===== config.mk =====
export PLATFORM = sky130hd
export DESIGN_NAME = nbps_cell
export DESIGN_NICKNAME = d
export VERILOG_FILES = /design/src/sv/n_base_pattern_statistics_unit_defines.svh /design/src/sv/nbps_pkg.sv /design/src/sv/nbps_cell.sv
export SDC_FILE = /design/constraint.sdc
export NUM_CORES = 1
export LEC_CHECK = 0
export BUFFER_PORTS_ARGS = -buffer_cell sky130_fd_sc_hd__buf_4
export CAP_MARGIN = 20
export CORE_AREA = 2 2 153 155
export DETAILED_ROUTE_END_ITERATION = 8
export DIE_AREA = 0 0 155 157
export GPL_ROUTABILITY_DRIVEN = 0
export PLACE_DENSITY = 0.71
export SYNTH_ARGS = -nofsm -noshare
export SYNTH_HDL_FRONTEND = slang
export SYNTH_SLANG_ARGS = --single-unit

===== constraint.sdc =====
create_clock -name clk -period 6.55 [get_ports clk]
set_clock_uncertainty 0.15 [all_clocks]
set_input_delay 1.965 -clock clk [delete_from_list [all_inputs] [get_ports clk]]
set_output_delay 1.965 -clock clk [all_outputs]
set_load 0.005 [all_outputs]

===== src/sv/n_base_pattern_statistics_unit_defines.svh =====
// ----------------------------------------------------------------------------
// N base pattern statistics - assertion macros
// Check macros for the block's RTL.
// ----------------------------------------------------------------------------
`ifndef N_BASE_PATTERN_STATISTICS_UNIT_DEFINES_SVH
`define N_BASE_PATTERN_STATISTICS_UNIT_DEFINES_SVH

// Same-cycle implication, checked out of reset.
`define NBPS_CHECK(lbl, clk, rst_n, ante, cons) \
  lbl: assert property (@(posedge clk) disable iff (!rst_n) (ante) |-> (cons)) \
    else $error("nbps check failed");

// Next-cycle implication, checked out of reset.
`define NBPS_CHECK_NEXT(lbl, clk, rst_n, ante, cons) \
  lbl: assert property (@(posedge clk) disable iff (!rst_n) (ante) |=> (cons)) \
    else $error("nbps next-cycle check failed");

`endif


===== src/sv/nbps_pkg.sv =====
// ----------------------------------------------------------------------------
// N base pattern statistics - package
// Types, codes and constants shared by the block's files.
// ----------------------------------------------------------------------------
`timescale 1ns / 1ps

package nbps_pkg;

  localparam int MAX_READ_LEN_DEF  = 64;
  localparam int PATTERN_SLOTS_DEF = 32;
  localparam int COUNT_WIDTH_DEF   = 32;

  localparam int MASK_W  = 64;
  localparam int SIZE_W  = 7;
  localparam int SLOT_W  = 5;
  localparam int CNT_W   = 64;
  localparam int OCNT_W  = 32;
  localparam int TOTN_W  = 48;
  localparam int QSLOT_W = 8;

  localparam logic [7:0]        N_CHAR      = 8'h4E;
  localparam logic [TOTN_W-1:0] TOTAL_N_MAX = {TOTN_W{1'b1}};

  typedef enum logic [1:0] {
    ACT_BASE = 2'd0,
    ACT_POS  = 2'd1,
    ACT_PAT  = 2'd2
  } act_t;

  typedef enum logic [1:0] {
    KIND_SUMMARY = 2'd0,
    KIND_POS     = 2'd1,
    KIND_PAT     = 2'd2
  } kind_t;

  typedef enum logic [2:0] {
    ST_IDLE,
    ST_HIST,
    ST_POS,
    ST_END,
    ST_SEARCH
  } st_t;

  // Query walking the slot chain
  typedef struct packed {
    logic               vld;
    logic               hit;
    logic               is_new;
    logic [QSLOT_W-1:0] slot;
    logic [MASK_W-1:0]  mask;
    logic [SIZE_W-1:0]  size;
    logic [CNT_W-1:0]   cnt;
  } qry_t;

  typedef struct packed {
    logic [1:0]        result_kind;
    logic [SIZE_W-1:0] n_in_read;
    logic [SLOT_W-1:0] slot;
    logic              slot_is_new;
    logic              table_overflow;
    logic              entry_valid;
    logic [MASK_W-1:0] pattern_mask;
    logic [OCNT_W-1:0] count;
    logic [TOTN_W-1:0] total_n;
    logic [OCNT_W-1:0] reads_with_n;
    logic [OCNT_W-1:0] total_reads;
  } res_t;

endpackage


===== src/sv/nbps_cell.sv =====
// ----------------------------------------------------------------------------
// N base pattern statistics - pattern slot cell
// Holds one pattern slot; matches or claims it for a passing query.
// ----------------------------------------------------------------------------
`timescale 1ns / 1ps

module nbps_cell #(
  parameter int ML  = nbps_pkg::MAX_READ_LEN_DEF,
  parameter int CW  = nbps_pkg::COUNT_WIDTH_DEF,
  parameter int IDX = 0
) (
  input  logic                        clk,
  input  logic                        rst_n,
  input  nbps_pkg::qry_t              q_in,
  output nbps_pkg::qry_t              q_out,
  output logic                        vld_o,
  output logic [ML-1:0]               mask_o,
  output logic [nbps_pkg::SIZE_W-1:0] size_o,
  output logic [CW-1:0]               cnt_o
);

  localparam logic [CW-1:0] CNT_MAX = {CW{1'b1}};

  logic                        slot_vld_r, slot_vld_nxt;
  logic [ML-1:0]               slot_mask_r, slot_mask_nxt;
  logic [nbps_pkg::SIZE_W-1:0] slot_size_r, slot_size_nxt;
  logic [CW-1:0]               slot_cnt_r, slot_cnt_nxt;
  nbps_pkg::qry_t              q_r, q_nxt;
  logic                        open_q;

  always_comb begin
    open_q        = q_in.vld && !q_in.hit;
    slot_vld_nxt  = slot_vld_r;
    slot_mask_nxt = slot_mask_r;
    slot_size_nxt = slot_size_r;
    slot_cnt_nxt  = slot_cnt_r;
    q_nxt         = q_in;
    if (open_q && slot_vld_r && slot_size_r == q_in.size &&
        slot_mask_r == q_in.mask[ML-1:0]) begin
      // hit: bump count
      slot_cnt_nxt = (slot_cnt_r == CNT_MAX) ? CNT_MAX : slot_cnt_r + 1'b1;
      q_nxt.hit    = 1'b1;
      q_nxt.slot   = nbps_pkg::QSLOT_W'(IDX);
      q_nxt.cnt    = nbps_pkg::CNT_W'(slot_cnt_nxt);
    end else if (open_q && !slot_vld_r) begin
      // first free slot: claim it
      slot_vld_nxt  = 1'b1;
      slot_mask_nxt = q_in.mask[ML-1:0];
      slot_size_nxt = q_in.size;
      slot_cnt_nxt  = CW'(1);
      q_nxt.hit     = 1'b1;
      q_nxt.is_new  = 1'b1;
      q_nxt.slot    = nbps_pkg::QSLOT_W'(IDX);
      q_nxt.cnt     = nbps_pkg::CNT_W'(1);
    end
  end

  always_ff @(posedge clk) begin
    if (!rst_n) begin
      slot_vld_r <= 1'b0;
      q_r        <= '0;
    end else begin
      slot_vld_r <= slot_vld_nxt;
      q_r        <= q_nxt;
    end
    slot_mask_r <= slot_mask_nxt;
    slot_size_r <= slot_size_nxt;
    slot_cnt_r  <= slot_cnt_nxt;
  end

  assign q_out  = q_r;
  assign vld_o  = slot_vld_r;
  assign mask_o = slot_mask_r;
  assign size_o = slot_size_r;
  assign cnt_o  = slot_cnt_r;

endmodule


# Word level (Yosys, flattened, before mapping)
# Index checks and enable logic that the tools add are counted.
totals:
  reg_bits: 250
  out_inout_bits: 250
  elab_cells: 36
  inputBits: 148
op_classes:
  reduce_logical: 10
  n_mux: 8
  eq_ne: 3
  n_bitwise: 2
  add_sub_neg: 1
op_table:
  columns: ["op", "count"]
  rows:
  - ["$mux 32", 5]
  - ["$eq 64x64->1", 1]
  - ["$add 32x1->32 const B", 1]
  - ["$eq 32x32->1 const B", 1]
  - ["$mux 10", 1]
  - ["$eq 7x7->1", 1]
  - ["$logic_and 1x1->1", 5]
  - ["$reduce_or 3->1", 1]
  - ["$logic_not 1->1", 2]
  - ["$mux 1", 2]
  - ["$not 1->1", 2]
  - ["$reduce_and 2->1", 1]
  - ["$reduce_bool 2->1", 1]

# Logic depth before layout (Yosys ltp)
# Gate-level depths: netlist (run 1).
logic_depth:
  depth_word: 7
  mapped_depth: 8
  ltp_nobuf: 7

# Worst setup path before layout (run 1)
# Ideal clock, no wire load.
synth_timing:
  path_type: "input-to-reg"
  start: "input port q_in[144] (netlist name)"
  end: "register slot_cnt_r[0] (netlist: cnt_o[0]) (enable)"
  slack_ns: 1.208
  setup_time_ns: 0.387
  arrival_time_ns: 4.805
  path_stages: 6
  required_time_ns: 6.013
  n_path_buf: 1
  cell_sequence: "inv_1 -> nand3b_1 -> inv_1 -> a21oi_1 -> clkbuf_1 -> inv_1"
synth_via:
  elab_chain_cells: 6
synth_rtl:
  columns: ["element", "line_no", "text"]
  rows:
  - ["start, declared", "nbps_cell.sv:14", "input nbps_pkg::qry_t q_in,"]
  - ["$logic_not 1->1 (*)", "nbps_cell.sv:32", "open_q = q_in.vld && !q_in.hit;"]
  - ["$logic_and 1x1->1 (*)", "nbps_cell.sv:32", null]
  - ["$logic_and 1x1->1 (3 in a row)", "nbps_cell.sv:38", "if (open_q && slot_vld_r && slot_size_r == q_in.size &&"]
  - ["$reduce_bool 2->1 (no line) (*)", null, null]
  - ["end signal, assigned", "nbps_cell.sv:68", "slot_cnt_r <= slot_cnt_nxt;"]
  - ["end, declared", "nbps_cell.sv:27", "logic [CW-1:0] slot_cnt_r, slot_cnt_nxt;"]
# Mark *: on every way between the ends. The rest lies on a longest branch, timed or not.
# A chain may end at the register's enable or synchronous reset.

# Worst setup path in the final report (run 1)
layout_timing:
  start: "input port q_in[109] (netlist name)"
  end: "register q_r, in the netlist q_out[11]"
layout_via:
  elab_chain_cells: 3
layout_rtl:
  columns: ["element", "line_no", "text"]
  rows:
  - ["$eq 64x64->1", "nbps_cell.sv:39", "slot_mask_r == q_in.mask[ML-1:0]) begin"]
  - ["$logic_and 1x1->1", "nbps_cell.sv:38", null]
  - ["$mux 32", "nbps_cell.sv:38", null]
  - ["end signal, assigned", "nbps_cell.sv:64", "q_r <= q_nxt;"]
  - ["end, declared", "nbps_cell.sv:28", "nbps_pkg::qry_t q_r, q_nxt;"]
# Every way passes these cells.

==> impl_metrics.csv, run 1 <==
group,metric,value,unit
yosys,synth-adder-area-share,0.00132,
clock_tree,clock_path_buffers,3,
yosys,netlist_area,9500,um2
clock_tree,postCtsSetupBuffers,0,
yosys,async_reset_ff_frac,0,
detailed_routing,num_vias,7593,
critical_path,criticalPathCategory,"input pin to flop",
critical_path,startpoint_type,"input pin",
hold_path,hold_path_startpoint,"vld_o",
clock_tree,insertion_delay,0.53,ns
power_and_ir_drop,p_sw,0.830,mW
timing,clock.fmax,224,MHz
yosys,syn-instance-count,783,
critical_path,critPathLaunch,"q_in[109]",
detailed_routing,drc,0,
place,port_buffers,397,
timing,rsz0062_at_grt,"false",
timing,whs,0.379,ns
yosys,yosys.cell_types.count,50,
layout,final_cells,1483,
yosys,synth-edff-count,103,
critical_path,r2r-end,"q_out[11]",
clock_tree,tritoncts.num_buffers,26,
clock_tree,cts-root-buf,"clkbuf_16",
place,pre_cts_slack,1.43,ns
yosys,synth-compound-area-share,0.0427,
critical_path,worstReg2RegStart,"mask_o[38]",
detailed_routing,wl,29900,um
critical_path,cp_max_fo,22,
place,numPlacedInstances,1435,
status,status,"complete, no violations",
global_routing,grt_start_max_net_pins,95,
timing,tns,0,ns
timing,maxSlewViolCount,0,
layout,antenna_cells,0,
layout,stdcell_area,13600,um2
timing,hold_viol_final,0,
global_routing,grt_use_total,0.233,
yosys,seq_area_frac_synth,0.635,
timing,finalCritPeriodShare,0.682,
place,hpwl,22500,um
power_and_ir_drop,swShare,0.233,
critical_path,critPathSlowestCell,"nor4b_1",
yosys,synth_top_family_by_area,"simple AND/OR/NAND/NOR gates",
global_routing,grt_remaining_overflow,0,
hold_path,whs_endpoint,"vld_o",
global_routing,grt_pass1_wl,44000,um
yosys,synth_xor_area_frac,0.0839,
power_and_ir_drop,powerDensity,262,nW/um2
layout,final_core_util,0.604,
layout,nets,1327,
layout,area_delta_synth_final,43.0,%
global_routing,grt_pass1_vias,7593,
clock_tree,htree_levels,1,
yosys,synth-simple-area-share,0.193,
timing,setup_ws,2.08,ns
yosys,synth.area.mux_share,0.0242,
layout,fillers,1891,
power_and_ir_drop,power,3.56,mW
timing,period_needed,4.47,ns
clock_tree,clk_pin_slew,0.06,ns
yosys,syn_nets,932,
clock_tree,cts_tree,"done",
floorplan,boundaryPins,398,
power_and_ir_drop,p_leak,6.00,nW
floorplan,die_width,155,um
floorplan,dieArea,24300,um2
detailed_routing,vias_per_cell,5.12,
critical_path,cpPeakStageDelay,0.54,ns
yosys,ys_ff_latch,250,
critical_path,path_common_cell,"buf_4",
critical_path,ff2ff_setup_slack,3.21,ns
floorplan,initial_core_util,0.422,
yosys,synth_warnings,0,
power_and_ir_drop,peakVddDrop,0.265,mV
critical_path,arrival,4.74,ns
layout,drive_gt1_frac,0.389,
timing,worst_slew_pin_slew,0.911,ns
yosys,synthFlopType,"dfxtp_1",
floorplan,dieHeight,157,um
power_and_ir_drop,internal_power,2.73,mW
place,postPlaceCellArea,12700,um2
flow_run,cap_violations,0,
power_and_ir_drop,power_frac_clock,0.402,
hold_path,hp-class,"flop to flop",
critical_path,rr_worst_depth,7,
hold_path,min_path_cells,2,
critical_path,crit_chain,"buf_4 > xnor2_1 > nor4b_1 > nand4_1 > nor4_2 > nand2_1 > buf_4 > a41o_1",
power_and_ir_drop,pwr-share-seq,0.491,
critical_path,worstPathRequired,6.82,ns
detailed_routing,drt_iter0_markers,358,
global_routing,antenna_found_initial,0,
timing,maxSlewHeadroom,0.392,
critical_path,critPathCaptureType,"flop",
timing,setup_viol,0,
clock_tree,hold_buffers,0,
clock_tree,clock-sinks,250,
power_and_ir_drop,power_frac_comb,0.107,
floorplan,core_area,22500,um2
detailed_routing,drt_first_pass_iters,4,
detailed_routing,post_drt_wl_per_cell,20.1,um
detailed_routing,ant_nets,0,
floorplan,rows,55,
yosys,syn_avg_cell_area,12.1,um2
clock_tree,cts_resized,0,
worst max path at each step:
stage	to	slack [ns]	cells after the start
floorplan	cnt_o[0]	1.21	6
global placement	q_out[23]	1.52	8
detailed placement	q_out[5]	1.43	8
CTS	q_out[5]	1.98	8
global route	q_out[11]	1.85	8
finish	q_out[11]	2.08	8
power groups by stage:
stage          sequential, mW  clock [mW]  combinational (mW)
2_1_floorplan            1.78           0               0.123
3_3_place_gp             1.78           0               0.383
3_5_place_dp             1.78           0               0.386
4_1_cts                  1.75        1.46               0.388
5_1_grt                  1.76        1.52               0.415
6_report                 1.75        1.43               0.383
per-layer routing:
layer,share of wire,track usage
met2,0.51,0.407
met1,0.39,0.285
met5,0,0
met4,0.014,0.0511
met3,0.086,0.0686
cells in the mapped netlist, types with 2 or more instances:
master     number  area, um2
nor3_1          9       45.0
a2111oi_0       4       35.0
or4_4           2       22.5
mux2i_1        23        230
buf_6           2       22.5
nand3_1        33        165
or2_2           2       12.5
o21ai_0        18       90.1
nor4_1         27        169
xor2_1         67        587
and2_1         71        444
nor4b_1         5       43.8
inv_1           7       26.3
and4_1          4       35.0
clkbuf_1       32        120
nor4_2          4       50.1
o41ai_1         2       17.5
nand4_1        16        100
nand3b_1        3       22.5
nand2_1        19       71.3
buf_2           3       15.0
o31ai_1         6       45.0
xnor2_1        24        210
edfxtp_1      103       3090
nand2b_1        2       12.5
nor2_4          2       22.5
and3_1         44        275
a41o_1          6       60.1
nor2_1         58        218
a21oi_1         9       45.0
nand4b_1        2       17.5
o2111ai_1       8       70.1
dfxtp_1       147       2940
o211ai_1        3       22.5
cells by family (layout without fill, tap and decap cells):
logic type,after synthesis,in the layout
AND/OR/NAND/NOR,314,314
flip-flops,250,250
XOR/XNOR,91,91
AO/OA/AOI/OAI,59,59
buffers and inverters,45,460
multiplexers,23,23
adder cells (fa/ha/maj),1,1
critical path: cells and delay by family:
family / cells / cell delay, ns
simple gates: 4 / 1.72
xor+xnor: 1 / 0.26
buf+inv: 2 / 0.49
compound gates: 1 / 0.28
area by class of cell:
cell class	instances	area, um2	area share
Multi-Input combinational cell	488	3280	0.242
Timing Repair Buffer	405	3040	0.224
Clock inverter	8	57.6	0.00424
Inverter	7	27.5	0.00203
Clock buffer	40	783	0.0577
Sequential cell	250	6040	0.444
Tap cell	285	357	0.0263
registers in the layout, indices dropped and copies added (netlist names):
name,count
cnt_o,32
mask_o,64
q_out,146
size_o,7
vld_o,1
layout by cell type (no fill, tap or decap), types with 3 or more instances in the layout:
cell / synthesis / final
o2111ai_1: 8 / 8
clkinv_2: 0 / 6
nand3b_1: 3 / 3
nor2_1: 58 / 57
clkbuf_16: 0 / 26
nor3_1: 9 / 9
and3_1: 44 / 44
o211ai_1: 3 / 3
mux2i_1: 23 / 23
o31ai_1: 6 / 6
inv_1: 7 / 6
clkbuf_1: 32 / 6
and4_1: 4 / 4
xor2_1: 67 / 67
a2111oi_0: 4 / 4
nor4b_1: 5 / 5
a41o_1: 6 / 6
and2_1: 71 / 71
o21ai_0: 18 / 18
buf_4: 0 / 405
nand3_1: 33 / 33
nand4_1: 16 / 16
nor4_2: 4 / 4
xnor2_1: 24 / 24
nand2_1: 19 / 19
nor4_1: 27 / 27
clkbuf_8: 0 / 8
dfxtp_1: 147 / 147
a21oi_1: 9 / 8
edfxtp_1: 103 / 103
Note: power is estimated with default switching activity, not from simulation.
==> run 2, diff against run 1 <==
--- a/config.mk
+++ b/config.mk
@@ -5,13 +5,14 @@
 export SDC_FILE = /design/constraint.sdc
 export NUM_CORES = 1
 export LEC_CHECK = 0
+export ABC_AREA = 1
 export BUFFER_PORTS_ARGS = -buffer_cell sky130_fd_sc_hd__buf_4
 export CAP_MARGIN = 20
-export CORE_AREA = 2 2 153 155
+export CORE_ASPECT_RATIO = 1.75
+export CORE_UTILIZATION = 45
 export DETAILED_ROUTE_END_ITERATION = 8
-export DIE_AREA = 0 0 155 157
 export GPL_ROUTABILITY_DRIVEN = 0
-export PLACE_DENSITY = 0.71
+export PLACE_DENSITY = 0.76
 export SYNTH_ARGS = -nofsm -noshare
 export SYNTH_HDL_FRONTEND = slang
 export SYNTH_SLANG_ARGS = --single-unit
==> constraint.sdc (replaced) <==
create_clock -name clk -period 3.9 [get_ports clk]
set_clock_uncertainty 0.15 [all_clocks]
set_input_delay 1.17 -clock clk [delete_from_list [all_inputs] [get_ports clk]]
set_output_delay 1.17 -clock clk [all_outputs]
set_load 0.005 [all_outputs]
==> run 2 against run 1 <==
Flip-flop and latch count did not move; hold slack improved by 0.032 ns; synthesized cell count rose by 81%; wire length rose by 24%; sequential share of layout area fell by 4.5 points; setup slack got worse by 1.2 ns; area after synthesis rose by 16%; clock-buffer cell count fell by 7; core utilization rose by 2.5 points.
==> impl_metrics.csv, run 2 <==
group,metric,value,unit
detailed_routing,drt_iter0_markers,876,
clock_tree,cts_resized,0,
critical_path,cp_max_fo,40,
layout,area_delta_synth_final,37.2,%
yosys,async_reset_ff_frac,0,
yosys,ys_ff_latch,250,
critical_path,crit_chain,"buf_4 > inv_1 > nand2_1 > nand2_1 > nor2_1 > nand2_1 > nor2_1 > nand2_1 > nor2_4 > nand3_2 > buf_4 > nand3_2 > nor2_1",
timing,maxSlewHeadroom,0.306,
critical_path,critPathCaptureType,"flop",
detailed_routing,vias_per_cell,4.85,
clock_tree,tritoncts.num_buffers,23,
timing,maxSlewViolCount,0,
layout,nets,1956,
yosys,syn-instance-count,1414,
yosys,yosys.cell_types.count,30,
clock_tree,cts_tree,"done",
yosys,seq_area_frac_synth,0.548,
floorplan,core_area,24000,um2
yosys,syn_nets,1563,
critical_path,crit_cells,13,
floorplan,dieArea,25100,um2
clock_tree,hold_buffers,0,
hold_path,hold_path_startpoint,"vld_o",
critical_path,worstReg2RegStart,"cnt_o[0]",
critical_path,criticalPathCategory,"input pin to flop",
global_routing,grt_pass1_wl,55000,um
power_and_ir_drop,p_leak,7.99,nW
hold_path,whs_endpoint,"vld_o",
timing,tns,0,ns
power_and_ir_drop,peakVddDrop,0.349,mV
critical_path,critPathSlowestCell,"nand3_2",
critical_path,arrival,3.29,ns
layout,layout_common_cells,"nand2_1 (447), buf_4 (407), inv_1 (274), nor2_1 (202), dfxtp_1 (147)",
clock_tree,insertion_delay,0.52,ns
critical_path,cp_top_family,"simple AND/OR/NAND/NOR gates",
clock_tree,postCtsSetupBuffers,0,
layout,largest_reg_flops,146,
detailed_routing,wl,37200,um
global_routing,antenna_found_initial,0,
global_routing,grt_use_total,0.290,
place,hpwl,28700,um
critical_path,cpPeakStageDelay,0.63,ns
floorplan,boundaryPins,398,
global_routing,grt_pass1_vias,10080,
floorplan,die_width,120,um
hold_path,hp-class,"flop to flop",
place,postPlaceCellArea,14300,um2
yosys,syn_avg_cell_area,7.79,um2
timing,hold_viol_final,0,
global_routing,grt_remaining_overflow,0,
clock_tree,clock_path_buffers,3,
layout,stdcell_area,15100,um2
critical_path,worstPathRequired,4.16,ns
critical_path,ff2ff_setup_slack,1.19,ns
timing,finalCritPeriodShare,0.775,
yosys,netlist.area_leader.share,0.281,
timing,setup_viol,0,
critical_path,startpoint_type,"input pin",
yosys,netlist_area,11000,um2
layout,mostFrequentLayoutCell,"nand2_1",
critical_path,critPathLaunch,"q_in[81]",
global_routing,grt_start_max_net_pins,74,
layout,antenna_cells,0,
flow_run,cap_violations,0,
hold_path,min_path_cells,2,
yosys,synth-edff-count,103,
yosys,yosysMostFrequentCell,"nand2_1",
status,status,"complete, no violations",
critical_path,r2r-end,"cnt_o[13]",
floorplan,rows,75,
clock_tree,cts-root-buf,"clkbuf_16",
detailed_routing,drc,0,
timing,clock.fmax,331,MHz
detailed_routing,ant_nets,0,
yosys,synth_top_cell_by_area,"edfxtp_1",
layout,drive_gt1_frac,0.257,
detailed_routing,post_drt_wl_per_cell,17.4,um
floorplan,dieHeight,209,um
clock_tree,htree_levels,1,
place,port_buffers,397,
timing,period_needed,3.02,ns
yosys,synthFlopType,"dfxtp_1",
yosys,synth_commonest_cells,"nand2_1 (448), inv_1 (275), nor2_1 (202)",
floorplan,initial_core_util,0.459,
power_and_ir_drop,powerDensity,403,nW/um2
clock_tree,clock-sinks,250,
layout,final_core_util,0.629,
critical_path,rr_worst_depth,10,
detailed_routing,drt_first_pass_iters,5,
clock_tree,clk_pin_slew,0.07,ns
timing,rsz0062_at_grt,"false",
yosys,synth_warnings,0,
critical_path,path_common_cell,"nand2_1",
yosys,ys_top_cells_by_area,"edfxtp_1 (28%), dfxtp_1 (27%), nand2_1 (15%)",
critical_path,critPathBufInv,3,
detailed_routing,num_vias,10331,
timing,worst_slew_pin_slew,1.04,ns
-- run 2: cell count changes after synthesis, sizes merged, moves of 17 or more --
cell   previous run  this run
inv               7       277
nor4             31         0
xor2             67        22
nand2            19       450
and2             72         4
and3             44         0
nand4            18        44
a31oi             1        18
a21oi             9        30
nor2             61       215
mux2i            23         0
-- run 2: area by class of cell --
class | instances | area (um2)
inverter | 277 | 1050
clock buffer | 33 | 686
fill | 2109 | 8910
tap | 308 | 385
sequential | 250 | 6040
timing repair buffer | 407 | 3060
multi-input combinational | 848 | 3750
clock inverter | 8 | 144
-- run 2: cells by family after synthesis --
logic type | synth area share
compound gates | 0.0270
xor+xnor | 0.0262
simple gates | 0.284
buf+inv | 0.114
fa+ha+maj | 0.00114
flops | 0.548
-- run 2: how the worst max path moves through the flow --
stage	to
after global routing	q_out[47]
after CTS	q_out[37]
after global placement	q_out[49]
after floorplan	cnt_o[0]
final	q_out[37]
after detailed placement	q_out[61]
-- run 2: worst min-delay path: stages, from the launching register on --
cell     delay, ns
dfxtp_1       0.36
nor2_1        0.12
nor2_1        0.04
-- run 2: power breakdown --
| group | leakage [nW] | internal, mW | switching, mW | total, mW |
|---|---|---|---|---|
| combinational | 5.37 | 0.332 | 0.367 | 0.700 |
| sequential | 2.21 | 2.85 | 0.0623 | 2.91 |
| clock | 0.406 | 1.49 | 0.992 | 2.48 |
| total | 7.99 | 4.68 | 1.42 | 6.10 |
-- run 2: stage by stage --
stage	std cells	hold WS [ns]	setup WS [ns]	power [mW]
after CTS	2131	0.412	0.913	6.15
after global placement	2090	0.389	0.467	3.65
after detailed placement	2090	0.399	0.311	3.67
after floorplan	1414	0.382	-0.401	3.23
after global routing	2131	0.473	0.679	6.30
final	2131	0.412	0.878	6.10
-- run 2: per-layer routing --
metal  routed length (um)  track usage  share of wire  up-vias
met3                 2710       0.0598          0.073      102
met1                12200        0.283           0.33     4695
li1                     -            -              -     5068
met5                    0            0              0        -
met4                 1980        0.146          0.053        0
met2                20300        0.560           0.55      466
==> run 3, diff against run 2 <==
--- a/config.mk
+++ b/config.mk
@@ -8,9 +8,9 @@
 export ABC_AREA = 1
 export BUFFER_PORTS_ARGS = -buffer_cell sky130_fd_sc_hd__buf_4
 export CAP_MARGIN = 20
-export CORE_ASPECT_RATIO = 1.75
-export CORE_UTILIZATION = 45
+export CORE_AREA = 2 2 156 158
 export DETAILED_ROUTE_END_ITERATION = 8
+export DIE_AREA = 0 0 158 160
 export GPL_ROUTABILITY_DRIVEN = 0
 export PLACE_DENSITY = 0.76
 export SYNTH_ARGS = -nofsm -noshare
==> constraint.sdc (replaced) <==
create_clock -name clk -period 2.9 [get_ports clk]
set_clock_uncertainty 0.15 [all_clocks]
set_input_delay 0.87 -clock clk [delete_from_list [all_inputs] [get_ports clk]]
set_output_delay 0.87 -clock clk [all_outputs]
set_load 0.005 [all_outputs]
==> run 3 against run 2 <==
Die area rose by 0.57%; core utilization rose by 1.2 points; first-iteration DRC count fell by 14%; critical path depth fell by 3; final cell count rose by 1.4%; global-route usage fell by 2.2 points; largest power group unchanged.
==> impl_metrics.csv, run 3 (synthesis gave the netlist of run 2 again) <==
group,metric,value,unit
status,status,"complete, no violations",
global_routing,grt_pass1_vias,9976,
power_and_ir_drop,power_frac_comb,0.113,
critical_path,worstPathRequired,3.19,ns
critical_path,critPathCaptureType,"flop",
floorplan,boundaryPins,398,
detailed_routing,ant_nets,0,
clock_tree,hold_buffers,0,
power_and_ir_drop,p_sw,1.99,mW
place,port_buffers,397,
clock_tree,tritoncts.num_buffers,27,
clock_tree,cts_tree,"done",
detailed_routing,wl,35000,um
floorplan,rows,57,
critical_path,arrival,2.83,ns
power_and_ir_drop,peakVddDrop,0.484,mV
clock_tree,clock-sinks,250,
critical_path,worstReg2RegStart,"cnt_o[0]",
power_and_ir_drop,p_leak,8.06,nW
global_routing,antenna_found_initial,0,
timing,finalCritPeriodShare,0.879,
timing,period_needed,2.55,ns
layout,antenna_cells,0,
clock_tree,cts-root-buf,"clkbuf_16",
layout,area_delta_synth_final,38.6,%
timing,clock.fmax,392,MHz
floorplan,die_width,158,um
global_routing,grt_start_max_net_pins,74,
critical_path,ff2ff_setup_slack,0.35,ns
timing,rsz0062_at_grt,"false",
critical_path,critPathLaunch,"cnt_o[0]",
critical_path,cp_max_fo,21,
clock_tree,cts_resized,0,
global_routing,grt_pass1_wl,52900,um
power_and_ir_drop,pwr-share-seq,0.472,
timing,maxSlewHeadroom,0.455,
hold_path,hp-class,"input pin to flop",
layout,largest_reg_flops,146,
timing,setup_viol,0,
global_routing,grt_remaining_overflow,0,
power_and_ir_drop,internal_power,6.31,mW
place,numPlacedInstances,2111,
critical_path,criticalPathCategory,"flop to flop",
power_and_ir_drop,swShare,0.240,
power_and_ir_drop,power_frac_clock,0.415,
timing,maxSlewViolCount,0,
flow_run,cap_violations,0,
clock_tree,clock_path_buffers,3,
layout,nets,1965,
layout,stdcell_area,15300,um2
detailed_routing,drt_first_pass_iters,5,
critical_path,cp-endpoint,"q_out[29]",
layout,layout_common_cells,"nand2_1 (447), buf_4 (408), inv_1 (274), nor2_1 (202), dfxtp_1 (147)",
floorplan,core_area,23800,um2
layout,mostFrequentLayoutCell,"nand2_1",
detailed_routing,drc,0,
critical_path,rr_worst_depth,10,
timing,worst_slew_pin_slew,0.816,ns
clock_tree,insertion_delay,0.55,ns
critical_path,startpoint_type,"flop",
critical_path,r2r-end,"q_out[29]",
timing,hold_viol_final,0,
layout,final_cells,2161,
global_routing,grt_use_total,0.268,
detailed_routing,drt_iter0_markers,751,
floorplan,initial_core_util,0.462,
place,hpwl,27100,um
clock_tree,clk_pin_slew,0.06,ns
layout,drive_gt1_frac,0.260,
floorplan,dieHeight,160,um
clock_tree,htree_levels,1,
detailed_routing,num_vias,10349,
detailed_routing,post_drt_wl_per_cell,16.2,um
place,postPlaceCellArea,14400,um2
hold_path,min_path_cells,2,
floorplan,dieArea,25300,um2
layout,fillers,2056,
detailed_routing,vias_per_cell,4.79,
power_and_ir_drop,powerDensity,544,nW/um2
clock_tree,postCtsSetupBuffers,0,
-- run 3: cell count changes in the layout (fill, tap and decap cells not counted), sizes merged --
cell / previous run / this run
clkbuf: 33 / 39
buf: 407 / 412
clkinv: 3 / 6
bufinv: 4 / 2
clkinvlp: 0 / 1
inv: 278 / 279
-- run 3: how the worst min path moves through the flow --
stage	start	to
3_3_place_gp	vld_o	vld_o
6_report	q_in[143]	q_out[143]
4_1_cts	q_in[143]	q_out[143]
5_1_grt	q_in[128]	mask_o[57]
2_1_floorplan	vld_o	vld_o
3_5_place_dp	vld_o	vld_o
-- run 3: cell type report --
class / instances / area (um2) / area share
Clock inverter: 11 / 109 / 0.00713
Tap cell: 324 / 405 / 0.0265
Timing Repair Buffer: 412 / 3140 / 0.206
Inverter: 277 / 1050 / 0.0689
Clock buffer: 39 / 772 / 0.0506
Multi-Input combinational cell: 848 / 3750 / 0.246
Sequential cell: 250 / 6040 / 0.395
-- run 3: stage by stage --
stage          hold WS [ns]  TNS [ns]  power (mW)  setup WS, ns   util
2_1_floorplan         0.382   -121.88        4.35         -1.10      -
4_1_cts               0.357         0        8.35         0.396  0.641
3_3_place_gp          0.402         0        4.91        0.0185  0.604
5_1_grt               0.363         0        8.59         0.213  0.641
3_5_place_dp          0.409    -0.420        4.94       -0.0148  0.604
6_report              0.373         0        8.31         0.351  0.641
-- run 3: critical path: stages, from the launching register on --
cell and delay [ns]:
edfxtp_1 0.56, ha_1 0.32, nand3_2 0.17, inv_2 0.10, nand2_2 0.11, nor2_4 0.15, nand2_4 0.16, buf_4 0.26
nand3_1 0.14, nand4_1 0.11, a21oi_1 0.21
-- run 3: routing by layer --
metal	share of wire	global-route usage	up-vias
li1	-	-	5096
met1	0.39	0.329	4661
met2	0.48	0.461	510
met3	0.098	0.0640	82
met4	0.032	0.0876	0
met5	0	0	-
-- run 3: power by group through the flow --
stage,clock [mW],combinational [mW],sequential [mW]
2_1_floorplan,0,0.343,4.00
3_3_place_gp,0,0.923,3.99
3_5_place_dp,0,0.941,4.00
4_1_cts,3.48,0.943,3.92
5_1_grt,3.63,1.03,3.94
6_report,3.45,0.938,3.92
